===== src/rtl/mtbl_pkg.sv =====
// package for the multi token bucket limiter
// holds command, status and sequencer state codes; no dependencies

package mtbl_pkg;

   typedef enum logic [2:0] {
      CMD_TICK     = 3'd0,
      CMD_ALLOC    = 3'd1,
      CMD_FETCH    = 3'd2,
      CMD_RETURN   = 3'd3,
      CMD_FREE     = 3'd4,
      CMD_FREE_ALL = 3'd5
   } cmd_type;

   typedef enum logic [1:0] {
      ST_OK    = 2'd0,
      ST_BAD   = 2'd1,
      ST_EMPTY = 2'd2,
      ST_FULL  = 2'd3
   } status_type;

   typedef enum logic [1:0] {
      SEQ_IDLE,
      SEQ_WALK,
      SEQ_DONE
   } seq_state_type;

   localparam int REQ_DATA_W = 56;
   localparam int REQ_USER_W = 3;
   localparam int RSP_DATA_W = 24;
   localparam int RSP_USER_W = 2;

endpackage


===== src/rtl/mtbl_cell.sv =====
// one bucket cell of the rotating bucket ring
// depends on no other file; hands its bucket to the next cell on shift

module mtbl_cell #(
   parameter int TOKEN_BITS = 16
) (
   input  logic                  clock,
   input  logic                  reset,
   input  logic                  shift,
   input  logic                  live_nxt,
   input  logic [TOKEN_BITS-1:0] tok_nxt,
   input  logic [TOKEN_BITS-1:0] rate_nxt,
   input  logic [TOKEN_BITS-1:0] lim_nxt,
   output logic                  live_cur,
   output logic [TOKEN_BITS-1:0] tok_cur,
   output logic [TOKEN_BITS-1:0] rate_cur,
   output logic [TOKEN_BITS-1:0] lim_cur
);

   logic                  live_ff;
   logic [TOKEN_BITS-1:0] tok_ff;
   logic [TOKEN_BITS-1:0] rate_ff;
   logic [TOKEN_BITS-1:0] lim_ff;

   always_ff @(posedge clock) begin
      if (reset) begin
         live_ff <= 1'b0;
      end else if (shift) begin
         live_ff <= live_nxt;
      end
   end

   always_ff @(posedge clock) begin
      if (shift) begin
         tok_ff  <= tok_nxt;
         rate_ff <= rate_nxt;
         lim_ff  <= lim_nxt;
      end
   end

   assign live_cur = live_ff;
   assign tok_cur  = tok_ff;
   assign rate_cur = rate_ff;
   assign lim_cur  = lim_ff;

endmodule


===== src/rtl/mtbl_ctrl.sv =====
// command sequencer and head-of-ring update logic
// uses mtbl_pkg; walks the bucket ring once per command and builds the result beat

module mtbl_ctrl import mtbl_pkg::*; #(
   parameter int NUM_BUCKETS = 16,
   parameter int TOKEN_BITS  = 16
) (
   input  logic                  clock,
   input  logic                  reset,
   input  logic                  req_tvalid,
   output logic                  req_tready,
   input  logic [REQ_DATA_W-1:0] req_tdata,
   input  logic [REQ_USER_W-1:0] req_tuser,
   output logic                  rsp_tvalid,
   input  logic                  rsp_tready,
   output logic [RSP_DATA_W-1:0] rsp_tdata,
   output logic [RSP_USER_W-1:0] rsp_tuser,
   output logic                  shift,
   input  logic                  head_live,
   input  logic [TOKEN_BITS-1:0] head_tok,
   input  logic [TOKEN_BITS-1:0] head_rate,
   input  logic [TOKEN_BITS-1:0] head_lim,
   output logic                  tail_live,
   output logic [TOKEN_BITS-1:0] tail_tok,
   output logic [TOKEN_BITS-1:0] tail_rate,
   output logic [TOKEN_BITS-1:0] tail_lim
);

   localparam int K_W = (NUM_BUCKETS > 1) ? $clog2(NUM_BUCKETS) : 1;
   localparam int EXT_W = TOKEN_BITS + 16;

   seq_state_type         state_ff, state_in;
   cmd_type               cmd_ff, cmd_in;
   logic [3:0]            id_ff, id_in;
   logic [TOKEN_BITS-1:0] amt_ff, amt_in;
   logic [TOKEN_BITS-1:0] rate_ff, rate_in;
   logic [TOKEN_BITS-1:0] lim_ff, lim_in;
   logic [K_W-1:0]        k_ff, k_in;
   logic                  found_ff, found_in;
   status_type            status_ff, status_in;
   logic [3:0]            given_ff, given_in;
   logic [TOKEN_BITS-1:0] granted_ff, granted_in;

   logic [EXT_W-1:0]      amt_ext, rate_ext, lim_ext, granted_ext;
   logic [K_W+3:0]        k_ext, id_ext;
   logic                  match;
   logic [TOKEN_BITS-1:0] addend, clamped, take;
   logic [TOKEN_BITS:0]   sum;
   status_type            start_status;

   // input fields cut or widened to the token width
   assign amt_ext  = {{TOKEN_BITS{1'b0}}, req_tdata[19:4]};
   assign rate_ext = {{TOKEN_BITS{1'b0}}, req_tdata[35:20]};
   assign lim_ext  = {{TOKEN_BITS{1'b0}}, req_tdata[51:36]};

   assign k_ext  = {4'b0, k_ff};
   assign id_ext = {{K_W{1'b0}}, id_ff};
   assign match  = (k_ext == id_ext);

   // saturating add shared by tick and return
   assign addend  = (cmd_ff == CMD_TICK) ? head_rate : amt_ff;
   assign sum     = {1'b0, head_tok} + {1'b0, addend};
   assign clamped = (sum > {1'b0, head_lim}) ? head_lim : sum[TOKEN_BITS-1:0];
   assign take    = (amt_ff < head_tok) ? amt_ff : head_tok;

   always_comb begin
      case (cmd_type'(req_tuser))
         CMD_TICK, CMD_FREE_ALL: start_status = ST_OK;
         CMD_ALLOC:              start_status = ST_FULL;
         default:                start_status = ST_BAD;
      endcase
   end

   always_ff @(posedge clock) begin
      if (reset) begin
         state_ff <= SEQ_IDLE;
      end else begin
         state_ff <= state_in;
      end
   end

   always_ff @(posedge clock) begin
      cmd_ff     <= cmd_in;
      id_ff      <= id_in;
      amt_ff     <= amt_in;
      rate_ff    <= rate_in;
      lim_ff     <= lim_in;
      k_ff       <= k_in;
      found_ff   <= found_in;
      status_ff  <= status_in;
      given_ff   <= given_in;
      granted_ff <= granted_in;
   end

   always_comb begin
      state_in   = state_ff;
      cmd_in     = cmd_ff;
      id_in      = id_ff;
      amt_in     = amt_ff;
      rate_in    = rate_ff;
      lim_in     = lim_ff;
      k_in       = k_ff;
      found_in   = found_ff;
      status_in  = status_ff;
      given_in   = given_ff;
      granted_in = granted_ff;
      req_tready = 1'b0;
      rsp_tvalid = 1'b0;
      shift      = 1'b0;
      tail_live  = head_live;
      tail_tok   = head_tok;
      tail_rate  = head_rate;
      tail_lim   = head_lim;

      case (state_ff)
         SEQ_IDLE: begin
            req_tready = 1'b1;
            if (req_tvalid) begin
               cmd_in     = cmd_type'(req_tuser);
               id_in      = req_tdata[3:0];
               amt_in     = amt_ext[TOKEN_BITS-1:0];
               rate_in    = rate_ext[TOKEN_BITS-1:0];
               lim_in     = lim_ext[TOKEN_BITS-1:0];
               k_in       = '0;
               found_in   = 1'b0;
               status_in  = start_status;
               given_in   = 4'd0;
               granted_in = '0;
               state_in   = SEQ_WALK;
            end
         end
         SEQ_WALK: begin
            shift = 1'b1;
            case (cmd_ff)
               CMD_TICK: begin
                  if (head_live) begin
                     tail_tok = clamped;
                  end
               end
               CMD_ALLOC: begin
                  if (!head_live && !found_ff) begin
                     tail_live = 1'b1;
                     tail_tok  = '0;
                     tail_rate = rate_ff;
                     tail_lim  = lim_ff;
                     found_in  = 1'b1;
                     status_in = ST_OK;
                     given_in  = k_ext[3:0];
                  end
               end
               CMD_FETCH: begin
                  if (match && head_live) begin
                     if (head_tok == '0) begin
                        status_in = ST_EMPTY;
                     end else begin
                        status_in  = ST_OK;
                        granted_in = take;
                        tail_tok   = head_tok - take;
                     end
                  end
               end
               CMD_RETURN: begin
                  if (match && head_live) begin
                     status_in = ST_OK;
                     tail_tok  = clamped;
                  end
               end
               CMD_FREE: begin
                  if (match && head_live) begin
                     status_in = ST_OK;
                     tail_live = 1'b0;
                  end
               end
               CMD_FREE_ALL: begin
                  tail_live = 1'b0;
               end
               default: begin
               end
            endcase
            if (k_ff == K_W'(NUM_BUCKETS - 1)) begin
               state_in = SEQ_DONE;
            end else begin
               k_in = k_ff + 1'b1;
            end
         end
         SEQ_DONE: begin
            rsp_tvalid = 1'b1;
            if (rsp_tready) begin
               state_in = SEQ_IDLE;
            end
         end
         default: begin
            state_in = SEQ_IDLE;
         end
      endcase
   end

   assign granted_ext = {16'b0, granted_ff};
   assign rsp_tdata   = {4'b0, granted_ext[15:0], given_ff};
   assign rsp_tuser   = status_ff;

endmodule


===== src/rtl/multi_token_bucket_limiter_top.sv =====
// Token bucket rate limiter with NUM_BUCKETS buckets held in a ring of cells that
// rotates one place per cycle while a command walks it; every command walks the
// whole ring once, updating each bucket as it passes the head. A command is taken,
// the ring steps through every bucket, and the result beat is held until accepted.
// One command is in flight at a time and each gives exactly one result beat.
// depends on mtbl_pkg, mtbl_cell and mtbl_ctrl

module multi_token_bucket_limiter_top import mtbl_pkg::*; #(
   parameter int NUM_BUCKETS = 16,
   parameter int TOKEN_BITS  = 16
) (
   input  logic                  clock,
   input  logic                  reset,
   input  logic                  req_tvalid,
   output logic                  req_tready,
   // bucket_id[3:0], amount[19:4], rate[35:20], limit[51:36], zero pad
   input  logic [REQ_DATA_W-1:0] req_tdata,
   // cmd[2:0]
   input  logic [REQ_USER_W-1:0] req_tuser,
   output logic                  rsp_tvalid,
   input  logic                  rsp_tready,
   // slot_given[3:0], granted[19:4], zero pad
   output logic [RSP_DATA_W-1:0] rsp_tdata,
   // status[1:0]
   output logic [RSP_USER_W-1:0] rsp_tuser
);

   logic                  shift;
   logic                  live_w [NUM_BUCKETS];
   logic [TOKEN_BITS-1:0] tok_w  [NUM_BUCKETS];
   logic [TOKEN_BITS-1:0] rate_w [NUM_BUCKETS];
   logic [TOKEN_BITS-1:0] lim_w  [NUM_BUCKETS];
   logic                  tail_live;
   logic [TOKEN_BITS-1:0] tail_tok, tail_rate, tail_lim;

   mtbl_ctrl #(
      .NUM_BUCKETS (NUM_BUCKETS),
      .TOKEN_BITS  (TOKEN_BITS)
   ) u_ctrl (
      .clock      (clock),
      .reset      (reset),
      .req_tvalid (req_tvalid),
      .req_tready (req_tready),
      .req_tdata  (req_tdata),
      .req_tuser  (req_tuser),
      .rsp_tvalid (rsp_tvalid),
      .rsp_tready (rsp_tready),
      .rsp_tdata  (rsp_tdata),
      .rsp_tuser  (rsp_tuser),
      .shift      (shift),
      .head_live  (live_w[0]),
      .head_tok   (tok_w[0]),
      .head_rate  (rate_w[0]),
      .head_lim   (lim_w[0]),
      .tail_live  (tail_live),
      .tail_tok   (tail_tok),
      .tail_rate  (tail_rate),
      .tail_lim   (tail_lim)
   );

   // cell i takes from cell i+1; the last cell takes the updated head bucket
   for (genvar i = 0; i < NUM_BUCKETS; i++) begin : g_cell
      if (i == NUM_BUCKETS - 1) begin : g_tail
         mtbl_cell #(
            .TOKEN_BITS (TOKEN_BITS)
         ) u_cell (
            .clock    (clock),
            .reset    (reset),
            .shift    (shift),
            .live_nxt (tail_live),
            .tok_nxt  (tail_tok),
            .rate_nxt (tail_rate),
            .lim_nxt  (tail_lim),
            .live_cur (live_w[i]),
            .tok_cur  (tok_w[i]),
            .rate_cur (rate_w[i]),
            .lim_cur  (lim_w[i])
         );
      end else begin : g_body
         mtbl_cell #(
            .TOKEN_BITS (TOKEN_BITS)
         ) u_cell (
            .clock    (clock),
            .reset    (reset),
            .shift    (shift),
            .live_nxt (live_w[i+1]),
            .tok_nxt  (tok_w[i+1]),
            .rate_nxt (rate_w[i+1]),
            .lim_nxt  (lim_w[i+1]),
            .live_cur (live_w[i]),
            .tok_cur  (tok_w[i]),
            .rate_cur (rate_w[i]),
            .lim_cur  (lim_w[i])
         );
      end
   end

endmodule


===== config.mk =====
export PLATFORM = sky130hd
export DESIGN_NAME = multi_token_bucket_limiter_top
export DESIGN_NICKNAME = d
export VERILOG_FILES = /design/src/rtl/mtbl_pkg.sv /design/src/rtl/mtbl_cell.sv /design/src/rtl/mtbl_ctrl.sv /design/src/rtl/multi_token_bucket_limiter_top.sv
export SDC_FILE = /design/constraint.sdc
export NUM_CORES = 1
export LEC_CHECK = 0
export ABC_AREA = 1
export BUFFER_PORTS_ARGS = -buffer_cell sky130_fd_sc_hd__clkbuf_2
export CAP_MARGIN = 20
export CORE_MARGIN = 1.5
export CORE_UTILIZATION = 55
export DETAILED_ROUTE_END_ITERATION = 12
export PLACE_DENSITY_LB_ADDON = 0.05
export SLEW_MARGIN = 10
export SYNTH_ARGS = -nofsm -noshare
export SYNTH_HDL_FRONTEND = slang
export SYNTH_SLANG_ARGS = --single-unit
export TNS_END_PERCENT = 1

===== constraint.sdc =====
create_clock -name clock -period 40.8 [get_ports clock]
set_clock_uncertainty 0.1 [all_clocks]
set_input_delay 4.08 -clock clock [delete_from_list [all_inputs] [get_ports clock]]
set_output_delay 4.08 -clock clock [all_outputs]
set_load 0.01 [all_outputs]

Word-level counts from Yosys, hierarchy flattened
Index checks and enable logic that the tools add are counted.
- memory bits (writable): 0
- flip-flop bits (word level): 868
- word-level logic and storage cells: 171
- memories: 0
- bits in latches: 0
- input port bits: 63
- output and inout bits: 28
- bits in read-only memories: 0
- divide/modulo/power cells: 0
- reduce and logical (&&, ||, !) cells: 17
- bitwise operators: 0
- magnitude comparators: 2
- shift operators: 0
- multipliers: 0
- add/sub/neg operators: 3
- eq/ne operators: 24
- muxes and demuxes: 50
- operators with widths (kind ; count):
    $mux 16 ; 19
    $pmux 16 s4 ; 1
    $pmux 16 s2 ; 1
    $add 16x16->17 ; 1
    $gt 17x16->1 ; 1
    $logic_not 16->1 ; 1
    $lt 16x16->1 ; 1
    $mux 2 ; 8
    $mux 4 ; 4
    $pmux 4 s2 ; 2
    $sub 16x16->16 ; 1
    $ne 2x2->1 const B ; 6
    $pmux 2 s3 ; 2
    $eq 3x3->1 const B ; 3
    $mux 1 ; 9
    $ne 3x2->1 const B ; 3
    $pmux 2 s2 ; 2
    $eq 3x1->1 const B ; 2
    $eq 3x2->1 const B ; 2
    $logic_not 3->1 ; 2
    $ne 2x1->1 const B ; 3
    $reduce_and 3->1 ; 2
    $reduce_and 6->1 ; 1
    $reduce_and 5->1 ; 1
    15 further kinds ; 18

Longest topological paths before layout
- depth after elaboration: 8
- depth in mapped cells: 34
- gate-level depth less buffers: 33

Hierarchy
Synthesis repeated with hierarchy kept, for this count alone.
- cells, all modules: 1774
- area, all modules: 30686.9 um^2
- modules (own cells, without submodules) (module ; instances ; area each (um^2) ; cells each):
    mtbl_cell ; 16 ; 1486.4 ; 55
    mtbl_ctrl ; 1 ; 6904.1 ; 894

Least setup slack after synthesis
Ideal clock, no wire load.
- path type: flip-flop to flip-flop
- from: register u_ctrl.state_ff[0]
- to: register u_ctrl.granted_ff[0], enable pin
- arrival: 28502 ps
- data required time: 38936 ps
- path buffers: 1
- library setup time: 1764 ps
- cell stages (with the launch flop): 5
- path slack: 10434 ps
- period minus slack after synthesis: 30366 ps
- path through: dfxtp_1 > inv_1 > nor2_2 > clkbuf_1 > a21oi_1
- cells in the longest elaborated chain, start to end: 3
- elaborated cells on any way between the ends: 8
- classes of those cells: eq/ne: 5; reduce/logical: 3
- ends and longest elaborated chain (item ; RTL line ; text):
    start, declared ; mtbl_ctrl.sv:32 ; seq_state_type state_ff, state_in;
    start signal, assigned ; mtbl_ctrl.sv:78 ; state_ff <= state_in;
    $eq 2x1->1 / $logic_not 2->1 (equally long branches) ; mtbl_ctrl.sv:115 ; case (state_ff)
    $ne 2x1->1 (no source line) (tied with other cells) ; -- ;
    $reduce_and 5->1 (no source line) (*) ; -- ;
    end signal, assigned ; mtbl_ctrl.sv:92 ; granted_ff <= granted_in;
    end, declared ; mtbl_ctrl.sv:42 ; logic [TOKEN_BITS-1:0] granted_ff, granted_in;
Mark *: on every way between the ends. The rest lies on a longest branch, timed or not.
A chain may end at the register's enable or synchronous reset.

Worst setup path in the final report
- from: register u_ctrl.cmd_ff[2]
- to: register g_cell[15].g_tail.u_cell.tok_ff[12] (data pin)
- cells in the longest elaborated chain, start to end: 8
- elaborated cells on any way between the ends: 12
- classes of those cells: add/sub: 1; order compare: 1; eq/ne: 3; mux: 6; reduce/logical: 1
- ends and longest elaborated chain (item ; RTL line ; text):
    start, declared ; mtbl_ctrl.sv:33 ; cmd_type cmd_ff, cmd_in;
    start signal, assigned ; mtbl_ctrl.sv:83 ; cmd_ff <= cmd_in;
    $logic_not 3->1 ; mtbl_ctrl.sv:61, mtbl_ctrl.sv:134 ;
    $mux 16 ; mtbl_ctrl.sv:61 ; assign addend = (cmd_ff == CMD_TICK) ? head_rate : amt_ff;
    $add 16x16->17 ; mtbl_ctrl.sv:62 ; assign sum = {1'b0, head_tok} + {1'b0, addend};
    $gt 17x16->1 ; mtbl_ctrl.sv:63 ; assign clamped = (sum > {1'b0, head_lim}) ? head_lim : sum[TOKEN_BITS-1:0];
    $mux 16 ; mtbl_ctrl.sv:63 ;
    $mux 16, on equally long branches ; mtbl_ctrl.sv:163, mtbl_ctrl.sv:136 ;
    $pmux 16 s4 (*) ; mtbl_ctrl.sv:134 ; case (cmd_ff)
    $mux 16 (*) ; mtbl_ctrl.sv:115 ;
    net g_cell[15].g_tail.u_cell.tok_nxt[12] ; mtbl_cell.sv:11 ; input logic [TOKEN_BITS-1:0] tok_nxt,
    end signal, assigned ; mtbl_cell.sv:35 ; tok_ff <= tok_nxt;
    end, declared ; mtbl_cell.sv:21 ; logic [TOKEN_BITS-1:0] tok_ff;
Mark *: on every way through the listed nets, which the timed path passes. The rest lies on a longest branch.

==> impl_results.md <==
- Maximum VDD drop: 38.9 uV
- Psw: 438 uW
- Filler instances: 3980
- Clk root buf: clkbuf_16
- Post-layout net count: 2037
- Placer congestion estimate: 0.888
- RSZ-0062 raised after global routing: false
- LEAKAGE: 0.0125 uW
- Sequential power share: 54.9%
- Pwr/cell area: 56.4 nW/um^2
- Worst Reg-to-Reg Cells: 33
- Final HPWL DP: 32900 um
- Initial core utilization: 55.5%
- Async S/R FF share, synth: 0%
- Drt first pass iters: 5
- Fin area: 34700 um^2
- Period Utilization, post-route: 15.3%
- DRC errors left: 0
- Post-route antenna net violation count: 0
- Initial DRC count: 1248
- Post-cts resize count: 0
- Final setup viols: 0
- Routed wire length: 52300 um
- Critical Path RT: 41050 ps
- Worst Tran Pin Value: 1140 ps
- CP endpoint kind: flop
- Worst EP arrival: 6480 ps
- TritonCTS Buffers: 85
- Worst-Skew Late Latency: 640 ps
- Logic pwr share: 6.8%
- Clock tree buffer depth: 3
- Vias in the first global route: 13500
- Post-CTS setup buffers: 0
- Post-Synthesis Cells: 1750
- Crit Reg-Reg Endpoint: g_cell[15].g_tail.u_cell.tok_cur[12]
- Commonest non-fill, non-tap cell in the layout: edfxtp_1
- WS Path Type: flop to flop
- Class of the worst hold path: flop to flop
- Most frequent cells in the layout: edfxtp_1, nand2_1, inv_1, clkbuf_16, clkbuf_2
- Port bufs: 82
- YS warnings: 0
- Final Hold Fails: 0
- CTS tree: done
- Maxcap violations: 0
- Slew Limit Fails: 0
- Ports: 91
- Crit path max fanout: 18
- Yosys reg bits: 868
- Horiz. Die Dim: 239 um
- Crit-path max cell delay: 660 ps
- Gr usage total: 18.9%
- Synth Cell Area: 30600 um^2
- Area grow syn2layout: 13.5%
- Count of cell types in the netlist: 51
- First-pass GRT wire length: 79200 um
- Wire per inst: 19.2 um
- Vias: 14000
- Initial antenna violation count: 1
- # clock sinks: 868
- Post-synthesis sequential area ratio: 84.6%
- Ys flop type: edfxtp_1
- Hold Path Stages: 0
- Drt via density: 5.15
- Most common cell on crit path: nand2_1
- Placed standard-cell area: 32000 um^2
- Mapped Avg Cell Area: 17.5 um^2
- Slew HR: 24.2%
- Hold buffers post-CTS: 0
- Largest net degree at the start of global routing: 220
- CP startpoint kind: flop
- Die Y: 239 um
- Worst r2r src: u_ctrl.cmd_ff[2]
- Number of flops mapped to enable cells by yosys: 850
- Row cnt: 86
- Clock group share of total power: 38.3%
- Depth of the CTS H-tree: 3
- Max Clock Freq: 160 MHz
- Grt ovf: 0
- FF-to-FF setup slack: 34560 ps
- Hold Path End: g_cell[8].g_body.u_cell.rate_cur[6]
- HP Start: g_cell[9].g_body.u_cell.rate_cur[6]
- Core area: 55100 um^2
- Antenna diode count: 0
- Int Pwr: 1520 uW
- Final worst path period need: 6240 ps
- Net Sw Frac: 22.4%
- Die Area: 57100 um^2
- Post-route setup TNS: 0 ps
- Status: finished, final reports clean
- CP max stage cell: clkinv_1
- CTS clk-pin slew, worst paths: 60 ps
- Layout cells sized above 1: 14.1%
-- worst max-delay path, delay by kind of cell (launching register included) --
kind / cells / cell delay [ps]
adders and majority gates: 3 / 1040
DFF: 1 / 430
buffers and inverters: 4 / 920
xor gates and xnor gates: 1 / 290
AOI/OAI and AO/OA: 1 / 120
and+or+nand+nor: 24 / 3020
-- state kept, by name, indices dropped and copies added, names as in the netlist, 15 cells and up --
signal	flops
g_cell.g_tail.u_cell.lim_cur	16
u_ctrl.lim_ff	16
g_cell.g_tail.u_cell.tok_cur	16
g_cell.g_body.u_cell.tok_cur	240
g_cell.g_body.u_cell.rate_cur	240
u_ctrl.rate_ff	16
g_cell.g_body.u_cell.lim_cur	240
g_cell.g_tail.u_cell.rate_cur	16
u_ctrl.amt_ff	16
u_ctrl.granted_ff	16
g_cell.g_body.u_cell.live_cur	15
-- cells in the mapped netlist, drive strengths merged (3+ instances only) --
cell type	n	area [um^2]
inv	130	488
a211oi	3	22.5
buf	9	65.1
nand3	55	280
edfxtp	850	25500
xor2	14	123
xnor2	6	52.6
mux2	32	360
o21ai	37	185
or2	3	18.8
nand2	319	1210
ha	64	801
o21bai	4	33.8
nand4	14	87.6
a21oi	74	378
clkbuf	17	63.8
nor3	17	90.1
nor2	58	235
dfxtp	18	360
o21a	3	22.5
-- cell families (layout without fill, tap and decap cells) --
logic type	Yosys count	after routing	synth area share, %
AO/OA/AOI/OAI	137	137	2.52
XOR/XNOR	20	20	0.572
adder cells (fa/ha/maj)	66	66	2.75
buffers and inverters	157	383	2.03
flip-flops	868	868	84.6
multiplexers	32	32	1.18
other	1	4	0.0123
AND/OR/NAND/NOR	469	469	6.36
-- final cells by class --
class                      count  area [um^2]  share of cell area [%]
timing repair buffer          94          578                    1.66
tap                          748          936                    2.69
clock inverter                60          539                    1.55
clock buffer                  98         2200                    6.32
multi-input combinational    728         4120                    11.9
sequential                   868        25900                    74.5
inverter                     131          492                    1.42
-- per-layer routing --
layer  wire [um]  GRT usage, %  vias to the layer above
met4        1510          7.29                        0
li1            -             -                     6742
met5           0             0                        -
met1       25000          28.8                     6908
met3        2370          3.22                       90
met2       23400          27.5                      306
-- worst max path at each step --
stage / startpoint / endpoint / slack (ps) / cells past startpoint
after floorplan: u_ctrl.state_ff[0] / u_ctrl.granted_ff[0] / 10430 / 4
after global placement: req_tvalid / u_ctrl.granted_ff[11] / 34490 / 7
after detailed placement: req_tvalid / u_ctrl.granted_ff[12] / 34450 / 7
after CTS: u_ctrl.cmd_ff[1] / g_cell[15].g_tail.u_cell.tok_cur[12] / 34520 / 33
after global routing: u_ctrl.cmd_ff[2] / g_cell[15].g_tail.u_cell.tok_cur[12] / 33890 / 33
final: u_ctrl.cmd_ff[2] / g_cell[15].g_tail.u_cell.tok_cur[12] / 34560 / 33
-- per-stage QoR --
| stage | std cells | total power [uW] | hold WS [ps] | utilization [%] | setup slack [ps] |
|---|---|---|---|---|---|
| after floorplan | 1753 | 1230 | 300 | - | 10430 |
| after global placement | 2566 | 1220 | 301 | 58.0 | 34490 |
| after detailed placement | 2567 | 1230 | 305 | 58.0 | 34450 |
| after CTS | 2725 | 1980 | 282 | 63.0 | 34520 |
| after global routing | 2727 | 2040 | 292 | 63.1 | 33890 |
| final | 2727 | 1960 | 280 | 63.1 | 34560 |
-- power by group through the flow --
stage	Clock [uW]	Combinational, uW	Sequential (uW)
after floorplan	0	93.8	1140
after global placement	0	132	1090
after detailed placement	0	134	1090
after CTS	772	134	1080
after global routing	806	152	1080
final	750	134	1070
No activity file was read; power rests on OpenSTA's default activity.
